File: src/hdl/acf_pkg.sv
// ----------------------------------------------------------------------------
// acf_pkg
// Constants, register indexes and types for the actuator command framer.
// ----------------------------------------------------------------------------
package acf_pkg;

	localparam int unsigned FRAME_LEN  = 17;
	localparam int unsigned IDX_W      = 5;
	localparam int unsigned CFG_IDX_W  = 3;
	localparam int unsigned CFG_DATA_W = 16;
	localparam int unsigned S_DATA_W   = 56;

	localparam logic [7:0] SYNC0       = 8'hAA;
	localparam logic [7:0] SYNC1       = 8'h55;
	localparam logic [7:0] FRAME_SIZE  = 8'h0A;
	localparam logic [7:0] TYPE_DRIVE  = 8'hE0;
	localparam logic [7:0] TYPE_EXT    = 8'hE1;
	localparam logic [7:0] TYPE_SUFFIX = 8'h06;
	localparam logic [7:0] TAIL0       = 8'hBB;
	localparam logic [7:0] TAIL1       = 8'h66;
	localparam logic [7:0] EXT_FLAGS   = 8'h09;

	localparam logic [14:0] SEQ_WRAP      = 15'd32000;
	localparam logic [14:0] TORQUE_FULL   = 15'd32760;
	localparam logic [9:0]  THROTTLE_FULL = 10'd600;
	localparam logic [10:0] THROTTLE_BASE = 11'd200;

	localparam logic [7:0] GEAR_CHAR_D = 8'h44;
	localparam logic [7:0] GEAR_CHAR_R = 8'h52;
	localparam logic [7:0] GEAR_CHAR_N = 8'h4E;

	typedef enum logic [1:0] {
		GEAR_FWD     = 2'd0,
		GEAR_REV     = 2'd1,
		GEAR_NTRL    = 2'd2,
		GEAR_ILLEGAL = 2'd3
	} gear_t;

	typedef enum logic [CFG_IDX_W-1:0] {
		REG_TORQUE_LIMIT   = 3'd0,
		REG_BRAKE_LIMIT    = 3'd1,
		REG_THROTTLE_LIMIT = 3'd2,
		REG_AUTONOMY_MASK  = 3'd3,
		REG_BELT_STEERING  = 3'd4,
		REG_STEER_ALLOWED  = 3'd5,
		REG_ENGINE_ALLOWED = 3'd6
	} cfg_reg_t;

	typedef struct packed {
		logic              req_type;
		logic signed [15:0] steer_torque;
		logic [15:0]       brake_value;
		logic [9:0]        throttle_value;
		logic [1:0]        gear_code;
		logic [1:0]        blinker;
		logic              kill_req;
		logic              horn;
		logic              park_brake;
	} cmd_t;

	typedef logic [7:0] frame_t [FRAME_LEN];

endpackage

File: src/hdl/actuator_command_framer.sv
// ----------------------------------------------------------------------------
// actuator_command_framer
// Turns actuator commands into 17-byte serial frames, one byte per item out.
// ----------------------------------------------------------------------------
// Each accepted command yields a 17-byte frame (AA 55 0A, sequence counter
// low/high, type E0 06 or E1 06, eight payload bytes, BB 66) sent one byte
// per cycle while the output is ready, or a single error item when a drive
// command carries the illegal gear. With the output always ready, a frame
// follows the previous one without a gap. One command waits in the input
// register while the previous frame is still going out; the frame is built
// combinationally and registered as it enters the serializer. Configuration
// is written through cfg_we/cfg_index/cfg_data.
module actuator_command_framer
	import acf_pkg::*;
(
	input  logic                   clk,
	input  logic                   arst_n,
	input  logic                   cfg_we,
	input  logic [CFG_IDX_W-1:0]   cfg_index,
	input  logic [CFG_DATA_W-1:0]  cfg_data,
	input  logic                   s_tvalid,
	output logic                   s_tready,
	// steer_torque, brake_value, throttle_value, gear_code, blinker,
	// kill_req, horn, park_brake, zero fill
	input  logic [S_DATA_W-1:0]    s_tdata,
	// req_type
	input  logic                   s_tuser,
	output logic                   m_tvalid,
	input  logic                   m_tready,
	// frame_byte
	output logic [7:0]             m_tdata,
	output logic                   m_tlast,
	// gear_error
	output logic                   m_tuser
);

	// configuration
	logic [14:0] torque_limit_q;
	logic [15:0] brake_limit_q;
	logic [9:0]  throttle_limit_q;
	logic [3:0]  autonomy_mask_q;
	logic        belt_steering_q;
	logic        steer_allowed_q;
	logic        engine_allowed_q;

	// state
	logic [14:0]        seq_q;
	logic signed [15:0] held_torque_q;
	logic [15:0]        held_brake_q;
	logic [9:0]         held_throttle_q;

	// input register
	logic cmd_valid_s1;
	cmd_t cmd_s1;

	// serializer
	frame_t           frame_q;
	logic             busy_q;
	logic             err_q;
	logic [IDX_W-1:0] idx_q;

	// output register
	logic       out_valid_q;
	logic [7:0] out_byte_q;
	logic       out_last_q;
	logic       out_err_q;

	logic out_free, out_load, ser_last, frame_load;

	assign out_free   = !out_valid_q || m_tready;
	assign out_load   = busy_q && out_free;
	assign ser_last   = err_q || (idx_q == IDX_W'(FRAME_LEN - 1));
	assign frame_load = cmd_valid_s1 && (!busy_q || (out_load && ser_last));
	assign s_tready   = !cmd_valid_s1 || frame_load;

	always_ff @(posedge clk or negedge arst_n) begin
		if (!arst_n) begin
			torque_limit_q   <= TORQUE_FULL;
			brake_limit_q    <= 16'hFFFF;
			throttle_limit_q <= THROTTLE_FULL;
			autonomy_mask_q  <= 4'hF;
			belt_steering_q  <= 1'b0;
			steer_allowed_q  <= 1'b1;
			engine_allowed_q <= 1'b1;
		end else if (cfg_we) begin
			unique case (cfg_index)
				REG_TORQUE_LIMIT:   torque_limit_q   <= cfg_data[14:0];
				REG_BRAKE_LIMIT:    brake_limit_q    <= cfg_data[15:0];
				REG_THROTTLE_LIMIT: throttle_limit_q <= cfg_data[9:0];
				REG_AUTONOMY_MASK:  autonomy_mask_q  <= cfg_data[3:0];
				REG_BELT_STEERING:  belt_steering_q  <= cfg_data[0];
				REG_STEER_ALLOWED:  steer_allowed_q  <= cfg_data[0];
				REG_ENGINE_ALLOWED: engine_allowed_q <= cfg_data[0];
				default: ;
			endcase
		end
	end

	// input register
	always_ff @(posedge clk or negedge arst_n) begin
		if (!arst_n) begin
			cmd_valid_s1 <= 1'b0;
		end else if (s_tready) begin
			cmd_valid_s1 <= s_tvalid;
		end
	end

	always_ff @(posedge clk) begin
		if (s_tvalid && s_tready) begin
			cmd_s1.req_type       <= s_tuser;
			cmd_s1.steer_torque   <= s_tdata[15:0];
			cmd_s1.brake_value    <= s_tdata[31:16];
			cmd_s1.throttle_value <= s_tdata[41:32];
			cmd_s1.gear_code      <= s_tdata[43:42];
			cmd_s1.blinker        <= s_tdata[45:44];
			cmd_s1.kill_req       <= s_tdata[46];
			cmd_s1.horn           <= s_tdata[47];
			cmd_s1.park_brake     <= s_tdata[48];
		end
	end

	// frame build
	logic [14:0]        tl;
	logic [9:0]         thl;
	logic signed [16:0] t_cand, t_lim;
	logic signed [15:0] t_new;
	logic [15:0]        b_cand, b_new;
	logic [9:0]         th_cand, th_new;
	logic [10:0]        tv;
	logic [7:0]         gear_char;
	logic               is_err;
	logic [14:0]        seq_inc;
	frame_t             frame_d;

	always_comb begin
		tl  = (torque_limit_q > TORQUE_FULL) ? TORQUE_FULL : torque_limit_q;
		thl = (throttle_limit_q > THROTTLE_FULL) ? THROTTLE_FULL : throttle_limit_q;

		t_cand = steer_allowed_q ? 17'(cmd_s1.steer_torque) : 17'(held_torque_q);
		t_lim  = signed'({2'b00, tl});
		if (t_cand > t_lim) begin
			t_new = t_lim[15:0];
		end else if (t_cand < -t_lim) begin
			t_new = 16'(-t_lim);
		end else begin
			t_new = t_cand[15:0];
		end

		b_cand  = engine_allowed_q ? cmd_s1.brake_value : held_brake_q;
		b_new   = (b_cand > brake_limit_q) ? brake_limit_q : b_cand;
		th_cand = engine_allowed_q ? cmd_s1.throttle_value : held_throttle_q;
		th_new  = (th_cand > thl) ? thl : th_cand;
		tv      = THROTTLE_BASE + {1'b0, th_new};

		unique case (gear_t'(cmd_s1.gear_code))
			GEAR_FWD: gear_char = GEAR_CHAR_D;
			GEAR_REV: gear_char = GEAR_CHAR_R;
			default:  gear_char = GEAR_CHAR_N;
		endcase

		is_err  = !cmd_s1.req_type && (gear_t'(cmd_s1.gear_code) == GEAR_ILLEGAL);
		seq_inc = seq_q + 15'd1;

		frame_d[0]  = SYNC0;
		frame_d[1]  = SYNC1;
		frame_d[2]  = FRAME_SIZE;
		frame_d[3]  = seq_q[7:0];
		frame_d[4]  = {1'b0, seq_q[14:8]};
		frame_d[5]  = cmd_s1.req_type ? TYPE_EXT : TYPE_DRIVE;
		frame_d[6]  = TYPE_SUFFIX;
		frame_d[15] = TAIL0;
		frame_d[16] = TAIL1;
		if (cmd_s1.req_type) begin
			frame_d[7]  = {3'b000, cmd_s1.park_brake, cmd_s1.horn, cmd_s1.kill_req,
				cmd_s1.blinker[1], cmd_s1.blinker[0]};
			frame_d[8]  = 8'h00;
			frame_d[9]  = 8'h00;
			frame_d[10] = 8'h00;
			frame_d[11] = 8'h00;
			frame_d[12] = 8'h00;
			frame_d[13] = 8'h00;
			frame_d[14] = EXT_FLAGS;
		end else begin
			frame_d[7]  = t_new[7:0];
			frame_d[8]  = t_new[15:8];
			frame_d[9]  = b_new[7:0];
			frame_d[10] = b_new[15:8];
			frame_d[11] = tv[7:0];
			frame_d[12] = {5'b00000, tv[10:8]};
			frame_d[13] = gear_char;
			frame_d[14] = {1'b0, belt_steering_q ? 2'b11 : 2'b10, 1'b0, autonomy_mask_q};
		end
	end

	// held values and sequence counter
	always_ff @(posedge clk or negedge arst_n) begin
		if (!arst_n) begin
			seq_q           <= '0;
			held_torque_q   <= '0;
			held_brake_q    <= '0;
			held_throttle_q <= '0;
		end else if (frame_load) begin
			if (!cmd_s1.req_type) begin
				held_torque_q   <= t_new;
				held_brake_q    <= b_new;
				held_throttle_q <= th_new;
			end
			if (!is_err) begin
				seq_q <= (seq_inc > SEQ_WRAP) ? '0 : seq_inc;
			end
		end
	end

	// byte serializer
	always_ff @(posedge clk or negedge arst_n) begin
		if (!arst_n) begin
			busy_q <= 1'b0;
			idx_q  <= '0;
		end else if (frame_load) begin
			busy_q <= 1'b1;
			idx_q  <= '0;
		end else if (out_load) begin
			busy_q <= !ser_last;
			idx_q  <= idx_q + IDX_W'(1);
		end
	end

	always_ff @(posedge clk) begin
		if (frame_load) begin
			frame_q <= frame_d;
			err_q   <= is_err;
		end
	end

	// output register
	always_ff @(posedge clk or negedge arst_n) begin
		if (!arst_n) begin
			out_valid_q <= 1'b0;
		end else if (out_free) begin
			out_valid_q <= busy_q;
		end
	end

	always_ff @(posedge clk) begin
		if (out_load) begin
			out_byte_q <= err_q ? 8'h00 : frame_q[idx_q];
			out_last_q <= ser_last;
			out_err_q  <= err_q;
		end
	end

	assign m_tvalid = out_valid_q;
	assign m_tdata  = out_byte_q;
	assign m_tlast  = out_last_q;
	assign m_tuser  = out_err_q;

	// checks
	a_err_is_last: assert property (@(posedge clk) disable iff (!arst_n)
		m_tvalid && m_tuser |-> m_tlast)
		else $error("error item without last mark");

	a_tail_byte: assert property (@(posedge clk) disable iff (!arst_n)
		m_tvalid && m_tlast && !m_tuser |-> m_tdata == TAIL1)
		else $error("frame does not end in tail byte");

	a_seq_range: assert property (@(posedge clk) disable iff (!arst_n)
		seq_q <= SEQ_WRAP)
		else $error("sequence counter out of range");

	a_load_only_idle: assert property (@(posedge clk) disable iff (!arst_n)
		frame_load |-> !busy_q || ser_last)
		else $error("frame loaded over a running frame");

endmodule

File: config.mk
export PLATFORM = sky130hd
export DESIGN_NAME = actuator_command_framer
export DESIGN_NICKNAME = d
export VERILOG_FILES = /design/src/hdl/acf_pkg.sv /design/src/hdl/actuator_command_framer.sv
export SDC_FILE = /design/constraint.sdc
export NUM_CORES = 1
export LEC_CHECK = 0
export ABC_CLOCK_PERIOD_IN_PS = 6020
export BUFFER_PORTS_ARGS = -buffer_cell sky130_fd_sc_hd__buf_2
export CORE_MARGIN = 2
export CORE_UTILIZATION = 40
export DETAILED_ROUTE_END_ITERATION = 10
export SYNTH_ARGS = -nofsm -noshare
export SYNTH_HDL_FRONTEND = slang
export SYNTH_SLANG_ARGS = --single-unit
File: constraint.sdc
create_clock -name clk -period 6.02 [get_ports clk]
set_input_delay 1.204 -clock clk [delete_from_list [all_inputs] [get_ports clk]]
set_output_delay 1.204 -clock clk [all_outputs]
set_load 0.02 [all_outputs]
# After elaboration in Yosys (flattened, before gate mapping)

Index checks and enable logic that the tools add are counted.

Register bits: 261
Latch bits: 0
RAM bits: 0
Bits in read-only memories: 0
Input port bits: 81
Output and inout bits: 12
Memories kept: 0

Add/sub/neg operators: 4
Multipliers: 0
Divide/modulo/power cells: 0
Order comparisons: 8
Equal/unequal tests: 9
Shift-type cells: 0
Mux-type cells: 21
Bitwise logic cells: 3
Reduce and logical (&&, ||, !) cells: 26

Operator list:

| operator              | count |
|---|---|
| $mux 16               | 4 |
| $mux 61               | 1 |
| $bmux 8 s5            | 1 |
| $gt 15x15->1 const B  | 2 |
| $mux 10               | 3 |
| $mux 15               | 2 |
| $reduce_and 2->1      | 9 |
| $gt 17x16->1          | 1 |
| $lt 17x17->1          | 1 |
| $mux 17               | 1 |
| $neg 15->17           | 1 |
| $gt 16x16->1          | 1 |
| $mux 8                | 2 |
| $add 15x1->15 const B | 1 |
| $add 8x10->11 const A | 1 |
| $gt 10x10->1          | 1 |
| $gt 10x10->1 const B  | 1 |
| $mux 5                | 2 |
| $pmux 5 s2            | 1 |
| $eq 3x3->1 const B    | 3 |
| $eq 3x2->1 const B    | 2 |
| $ge 6x6->1 const B    | 1 |
| $not 5->6             | 1 |
| $add 5x1->5 const B   | 1 |
| 12 further kinds      | 27 |

# Longest topological paths before layout

Depth after elaboration: 8
Gate-level depth with buffers: 19

# Worst setup path before layout

No wires, ideal clock.

Path type: input-to-reg
From: in m_tready
To: reg seq_q[12]
Library setup time: 0.131 ns
Data arrival time: 4.633 ns
Required time: 5.889 ns
Slack: 1.256 ns
Stages on the path: 7
Buffers on the path: 0
Cells stage by stage: nor2b_1 > o21bai_1 > a21oi_2 > nand2_1 > nor3_1 > xnor2_1 > nor2_1

Word-level cells in the longest chain between the ends: 6

RTL lines:

| item                       | line                           | source |
|---|---|---|
| start: declaration         | actuator_command_framer.sv:29  | `input logic m_tready,` |
| $logic_or 1x1->1           | actuator_command_framer.sv:70  | `assign out_free = !out_valid_q \|\| m_tready;` |
| $logic_and 1x1->1          | actuator_command_framer.sv:71  | `assign out_load = busy_q && out_free;` |
| $logic_and 1x1->1          | actuator_command_framer.sv:73  | `assign frame_load = cmd_valid_s1 && (!busy_q \|\| (out_load && ser_last));` |
| $logic_or 1x1->1           | actuator_command_framer.sv:73  |  |
| $logic_and 1x1->1          | actuator_command_framer.sv:73  |  |
| named net frame_load       | actuator_command_framer.sv:68  | `logic out_free, out_load, ser_last, frame_load;` |
| $reduce_and 2->1 (no line) | -                              |  |
| end signal: assignment     | actuator_command_framer.sv:209 | `seq_q <= (seq_inc > SEQ_WRAP) ? '0 : seq_inc;` |
| end: declaration           | actuator_command_framer.sv:47  | `logic [14:0] seq_q;` |

The timed path passes the listed nets, and every way through them passes these cells.
A chain may end at the register's enable or synchronous reset.

# Worst setup path in the final report

From: reg torque_limit_q[13]
To: reg frame_q[69] (netlist bit) (data pin)

Word-level cells in the longest chain between the ends: 6
Elaborated cells between the ends (all ways): 7
Classes of those cells: add/sub (1); order compare (3); mux (3)

RTL lines:

| item                     | line                           | source |
|---|---|---|
| start: declaration       | actuator_command_framer.sv:38  | `logic [14:0] torque_limit_q;` |
| start signal: assignment | actuator_command_framer.sv:87  | `REG_TORQUE_LIMIT: torque_limit_q <= cfg_data[14:0];` |
| $gt 15x15->1             | actuator_command_framer.sv:136 | `tl = (torque_limit_q > TORQUE_FULL) ? TORQUE_FULL : torque_limit_q;` |
| $mux 15 (*)              | actuator_command_framer.sv:136 |  |
| $neg 15->17              | actuator_command_framer.sv:144 | `t_new = 16'(-t_lim);` |
| $lt 17x17->1             | actuator_command_framer.sv:143 | `end else if (t_cand < -t_lim) begin` |
| $mux 16                  | actuator_command_framer.sv:143 |  |
| $mux 16 (*)              | actuator_command_framer.sv:141 | `if (t_cand > t_lim) begin` |
| end signal: assignment   | actuator_command_framer.sv:230 | `frame_q <= frame_d;` |
| end: declaration         | actuator_command_framer.sv:57  | `frame_t frame_q;` |

Mark *: on every way between the ends. The rest lies on a longest branch, timed or not.

==> out/results.txt <==
The run gives 0.84 ns as the worst-case register-to-register setup slack. The total overflow reported by the global router came out at 0. For this run, the slowest stage of the critical path takes 0.61 ns.

The synthesized design contains 243 register bits. The logs give 1243 for the number of cells produced by synthesis and 0.193 GHz for the maximum operating frequency. The required time of the worst setup path was 6.31 ns; the largest driver fanout on the critical path was 16. The tools report the worst slew margin relative to its limit as 29.2%. For this design the ratio of total power to cell area is 448 nW/µm². The total stage count of the critical path is 17, and the HPWL after detailed placement is 23600 µm. In this run the remaining antenna-violating nets after routing total 0.

For the post-synth design cell area, the log shows 13500 µm². On the final layout, the worst clock skew is 0.0140 ns. The critical path is of the register to register type. The tools report the top-level I/O count as 93. The count of fill cells added during filler insertion is 3202, and the detailed-route wire length is 34200 µm. Net switching is 36.9% of the power. The gate family responsible for the most delay along the worst path is simple AND/OR/NAND/NOR gates. In the global route stage, overall resource usage came out at 19.6%.

The quantity of I/O buffers inserted on ports is 85, and the depth of the worst register-to-register path is 17. Growth of design area from synthesis to finish: 13.4%. The most common library cell in the layout ignoring fill and taps is sky130_fd_sc_hd__edfxtp_1.

The pin slew with the least headroom to its limit is 1.06 ns. The sink count of the clock tree came out at 243. The tools report the critical register-to-register path endpoint as frame_q[69]$_SDFFCE_PP0P_. Combinational logic burns 38.2% of the power. The clock network is responsible for 25.8% of the overall power. Counting along the longest clock path gives a buffer depth of 3. The first TritonRoute pass finished after 5 iterations. The via count came out at 10.1k. Of the available clock period, the critical path in the final layout requires 86.1%. Once the clock tree was built, the resizer swapped 0 gates to a different size. Most common flop cell mapped by yosys: sky130_fd_sc_hd__edfxtp_1. Leaving out fill and tap cells, the most frequent cells in the layout are sky130_fd_sc_hd__edfxtp_1 (130), sky130_fd_sc_hd__nand2_1 (111), sky130_fd_sc_hd__buf_2 (84), sky130_fd_sc_hd__o21ai_0 (76), sky130_fd_sc_hd__dfrtp_1 (75). The starting density of the core is 40.3%, and the final number of setup-violating endpoints is 0. Dividing the detail-routed wire length by the instance count gives 19.2 µm. At the end of the flow, the number of nets in the layout was 1453.

For the weighted congestion at the end of routability-driven global placement, the log shows 0.885. The tools report the deepest level of the CTS H-tree as 1. Clock latency on the worst-skew pair: 0.56 ns.

The floorplan step set the die width to 187 µm. The cell with the largest stage delay on the worst path is sky130_fd_sc_hd__dfstp_2. Total placed instance area: 14300 µm².

Summed over all failing endpoints, the final setup total negative slack is 0 ns. In this run, CTS created clock tree buffers numbering 29. The number of buffers inserted by post-CTS setup repair was 0. The flow ran to the end, and the final reports show no timing, DRC or antenna violations. In this run the worst setup path terminates at frame_q[69]$_SDFFCE_PP0P_. The worst path in the final design needs a cycle of 5.18 ns, including I/O delays and setup.

In this run the worst setup path begins at torque_limit_q[13]$_DFFE_PN1P_. The number of vias per cell came out at 5.66. The startpoint identified for the worst register-to-register timing path is torque_limit_q[13]$_DFFE_PN1P_. Clock-pin slew was measured on the worst setup and hold paths at 0.06 ns. The net switching power of the design is 2520 µW, and the via count of the first global-routing pass is 9931. The finished cells cover 15300 µm². The core region is 33400 µm².

The buffer and inverter count on the worst path was 1. Leakage power: 0.00603 µW. Max-cap violations in this run came to 0. Cells with a size suffix above 1 make up 21.5% of the layout. After synthesis, the netlist uses 91 different library cells.

Setup repair after global routing left no endpoint under its margin. The vertical die dimension is 187 µm, and the count of endpoints failing hold in the final timing report is 0. The run gives 0 as the initial antenna violation count. STA puts the critical path data arrival time at 5.47 ns. Hold repair after CTS inserted 0 buffers. Counting flops with an async set or reset pin after synthesis yields a share of 46.5%. The cell-internal power is 4310 µW, and the number of remaining DRC errors is 0. The endpoint type of the worst setup path is a register. The site row count is 67. TritonCTS built the clock tree. For the max-slew violation count, the log shows 0. The type of the worst min-delay path is register to register. The logs give 79 for the pin count of the biggest net entering global routing and 35100 µm² for the die footprint. Walking the worst path, the cells encountered are nand4_1 > or3_1 > nand2_1 > ha_1 > nand3b_2 > or3_1 > o21ai_1 > nand2b_1 > ha_1 > nand4_1 > nor3_1 > o311ai_1 > a32oi_2 > buf_4 > mux2_2 > a22oi_2 > nor2_1. The tree is rooted in a sky130_fd_sc_hd__clkbuf_16. Counting flops with a built-in enable in the synthesized netlist gives 130. VDD sags by at most 0.269 mV. The number of nets handed over by synthesis was 1386.

The first global-routing pass estimated 55200 µm of wire. The Yosys step of the flow raised 0 warnings. Of the synthesized area, sequential elements account for 50.4%.

In this run, flip-flops and latches consume 36.1% of the power. The worst setup path is launched from a register. In this run, the number of DRC markers left after iteration 0 of detailed routing was 811.

The synthesized area per cell works out to 10.8 µm².
## layer usage
metal / vias to the layer above / share of wire [%] / global-route usage (%) / routed length, µm
li1: 4788 / - / - / -
met1: 4983 / 46 / 27.7 / 15900
met2: 263 / 47 / 32.3 / 15900
met3: 46 / 4.9 / 2.91 / 1680
met4: 0 / 1.9 / 3.94 / 664
met5: - / 0 / 0 / 0
## synth_stat cells, drive strengths merged, types with 3 or more instances
| master | n | area (µm²) |
|---|---|---|
| nor2b | 16 | 100 |
| o31ai | 6 | 63.8 |
| clkinv | 3 | 11.3 |
| clkbuf | 37 | 140 |
| xnor2 | 14 | 123 |
| a22oi | 6 | 50.1 |
| xor2 | 6 | 52.6 |
| a21oi | 62 | 318 |
| inv | 68 | 255 |
| or3 | 8 | 55.1 |
| buf | 32 | 181 |
| o21bai | 3 | 22.5 |
| nor2 | 66 | 265 |
| nand3 | 27 | 140 |
| a221oi | 4 | 35.0 |
| a31o | 4 | 35.0 |
| nand2b | 8 | 50.1 |
| nand4 | 32 | 206 |
| o22ai | 3 | 18.8 |
| or2 | 9 | 56.3 |
| o21a | 10 | 75.1 |
| nand4b | 3 | 26.3 |
| a22o | 9 | 78.8 |
| o2111ai | 16 | 140 |
| o211ai | 4 | 30.0 |
| dfrtp | 75 | 1880 |
| dfstp | 38 | 998 |
| ha | 62 | 776 |
| o21ai | 100 | 500 |
| nor3 | 43 | 226 |
| edfxtp | 130 | 3900 |
| nand3b | 3 | 26.3 |
| mux4 | 8 | 180 |
| nand2 | 112 | 423 |
| a211oi | 45 | 338 |
| mux2 | 56 | 634 |
| a211o | 3 | 26.3 |
| nor4 | 8 | 86.3 |
| a2111oi | 4 | 41.3 |
| and2 | 6 | 37.5 |
| a31oi | 8 | 50.1 |
| mux2i | 43 | 430 |
| and3 | 11 | 68.8 |
| a21o | 7 | 52.6 |
## area by class of cell
type	count	area (µm²)	area share (%)
Multi-Input combinational cell	860	6110	40.1
Clock buffer	41	821	5.38
Timing Repair Buffer	105	578	3.79
Sequential cell	243	6780	44.4
Tap cell	448	561	3.67
Inverter	71	267	1.75
Clock inverter	12	136	0.894
Antenna cell	1	2.50	0.0164
## logic make-up (layout without fill, tap and decap cells)
group | count (synthesis) | after routing | synth area share (%)
simple gates | 361 | 361 | 13.8
compound gates | 310 | 310 | 15.2
flops | 243 | 243 | 50.4
buf+inv | 140 | 229 | 4.37
mux | 107 | 107 | 9.25
fa+ha+maj | 62 | 62 | 5.77
xor+xnor | 20 | 20 | 1.30
other cells | 0 | 1 | 0
## metrics by stage
| stage | util, % | cells | setup WS (ns) | hold slack [ns] | total power, µW |
|---|---|---|---|---|---|
| 2_1_floorplan | - | 1243 | 1.26 | 0.420 | 4370 |
| 3_5_place_dp | 42.8 | 1727 | 0.905 | 0.466 | 5080 |
| 6_report | 45.7 | 1781 | 0.840 | 0.477 | 6840 |
| 3_3_place_gp | 42.8 | 1727 | 0.985 | 0.455 | 5040 |
| 4_1_cts | 45.7 | 1780 | 0.873 | 0.480 | 6880 |
| 5_1_grt | 45.7 | 1780 | 0.476 | 0.504 | 7310 |
## worst min-delay path by stage
stage / start / to / slack [ns] / cells after the start
floorplan: seq_q[3]$_DFFE_PN0P_ / frame_q[107]$_DFFE_PP_ / 0.42 / 0
global placement: held_throttle_q[5]$_DFFE_PN0P_ / held_throttle_q[5]$_DFFE_PN0P_ / 0.45 / 2
detailed placement: held_throttle_q[2]$_DFFE_PN0P_ / held_throttle_q[2]$_DFFE_PN0P_ / 0.47 / 2
CTS: held_throttle_q[2]$_DFFE_PN0P_ / held_throttle_q[2]$_DFFE_PN0P_ / 0.48 / 2
global route: belt_steering_q$_DFFE_PN0P_ / belt_steering_q$_DFFE_PN0P_ / 0.50 / 1
finish: held_throttle_q[2]$_DFFE_PN0P_ / held_throttle_q[2]$_DFFE_PN0P_ / 0.48 / 2
## power groups by stage
| stage | Clock (µW) | Sequential (µW) | Combinational, µW |
|---|---|---|---|
| 3_3_place_gp | 0 | 2490 | 2550 |
| 5_1_grt | 1870 | 2510 | 2920 |
| 4_1_cts | 1800 | 2470 | 2610 |
| 3_5_place_dp | 0 | 2490 | 2590 |
| 6_report | 1760 | 2470 | 2610 |
| 2_1_floorplan | 0 | 2390 | 1980 |
## state kept, by name, summed over array words and instances (netlist names), 4 cells and up
signal / count
autonomy_mask_q: 4
brake_limit_q: 16
cmd_s1: 50
frame_q: 69
held_brake_q: 16
held_throttle_q: 10
held_torque_q: 16
idx_q: 5
m_tdata: 8
seq_q: 15
throttle_limit_q: 10
torque_limit_q: 15
## worst reg2reg max path, stage by stage (launching register included)
cell and delay, ns:
sky130_fd_sc_hd__dfstp_2 0.61, sky130_fd_sc_hd__nand4_1 0.24, sky130_fd_sc_hd__or3_1 0.51, sky130_fd_sc_hd__nand2_1 0.13, sky130_fd_sc_hd__ha_1 0.31, sky130_fd_sc_hd__nand3b_2 0.19
sky130_fd_sc_hd__or3_1 0.48, sky130_fd_sc_hd__o21ai_1 0.20, sky130_fd_sc_hd__nand2b_1 0.08, sky130_fd_sc_hd__ha_1 0.31, sky130_fd_sc_hd__nand4_1 0.15, sky130_fd_sc_hd__nor3_1 0.33
sky130_fd_sc_hd__o311ai_1 0.20, sky130_fd_sc_hd__a32oi_2 0.25, sky130_fd_sc_hd__buf_4 0.27, sky130_fd_sc_hd__mux2_2 0.37, sky130_fd_sc_hd__a22oi_2 0.24, sky130_fd_sc_hd__nor2_1 0.06
No activity file was read; power rests on OpenSTA's default activity.
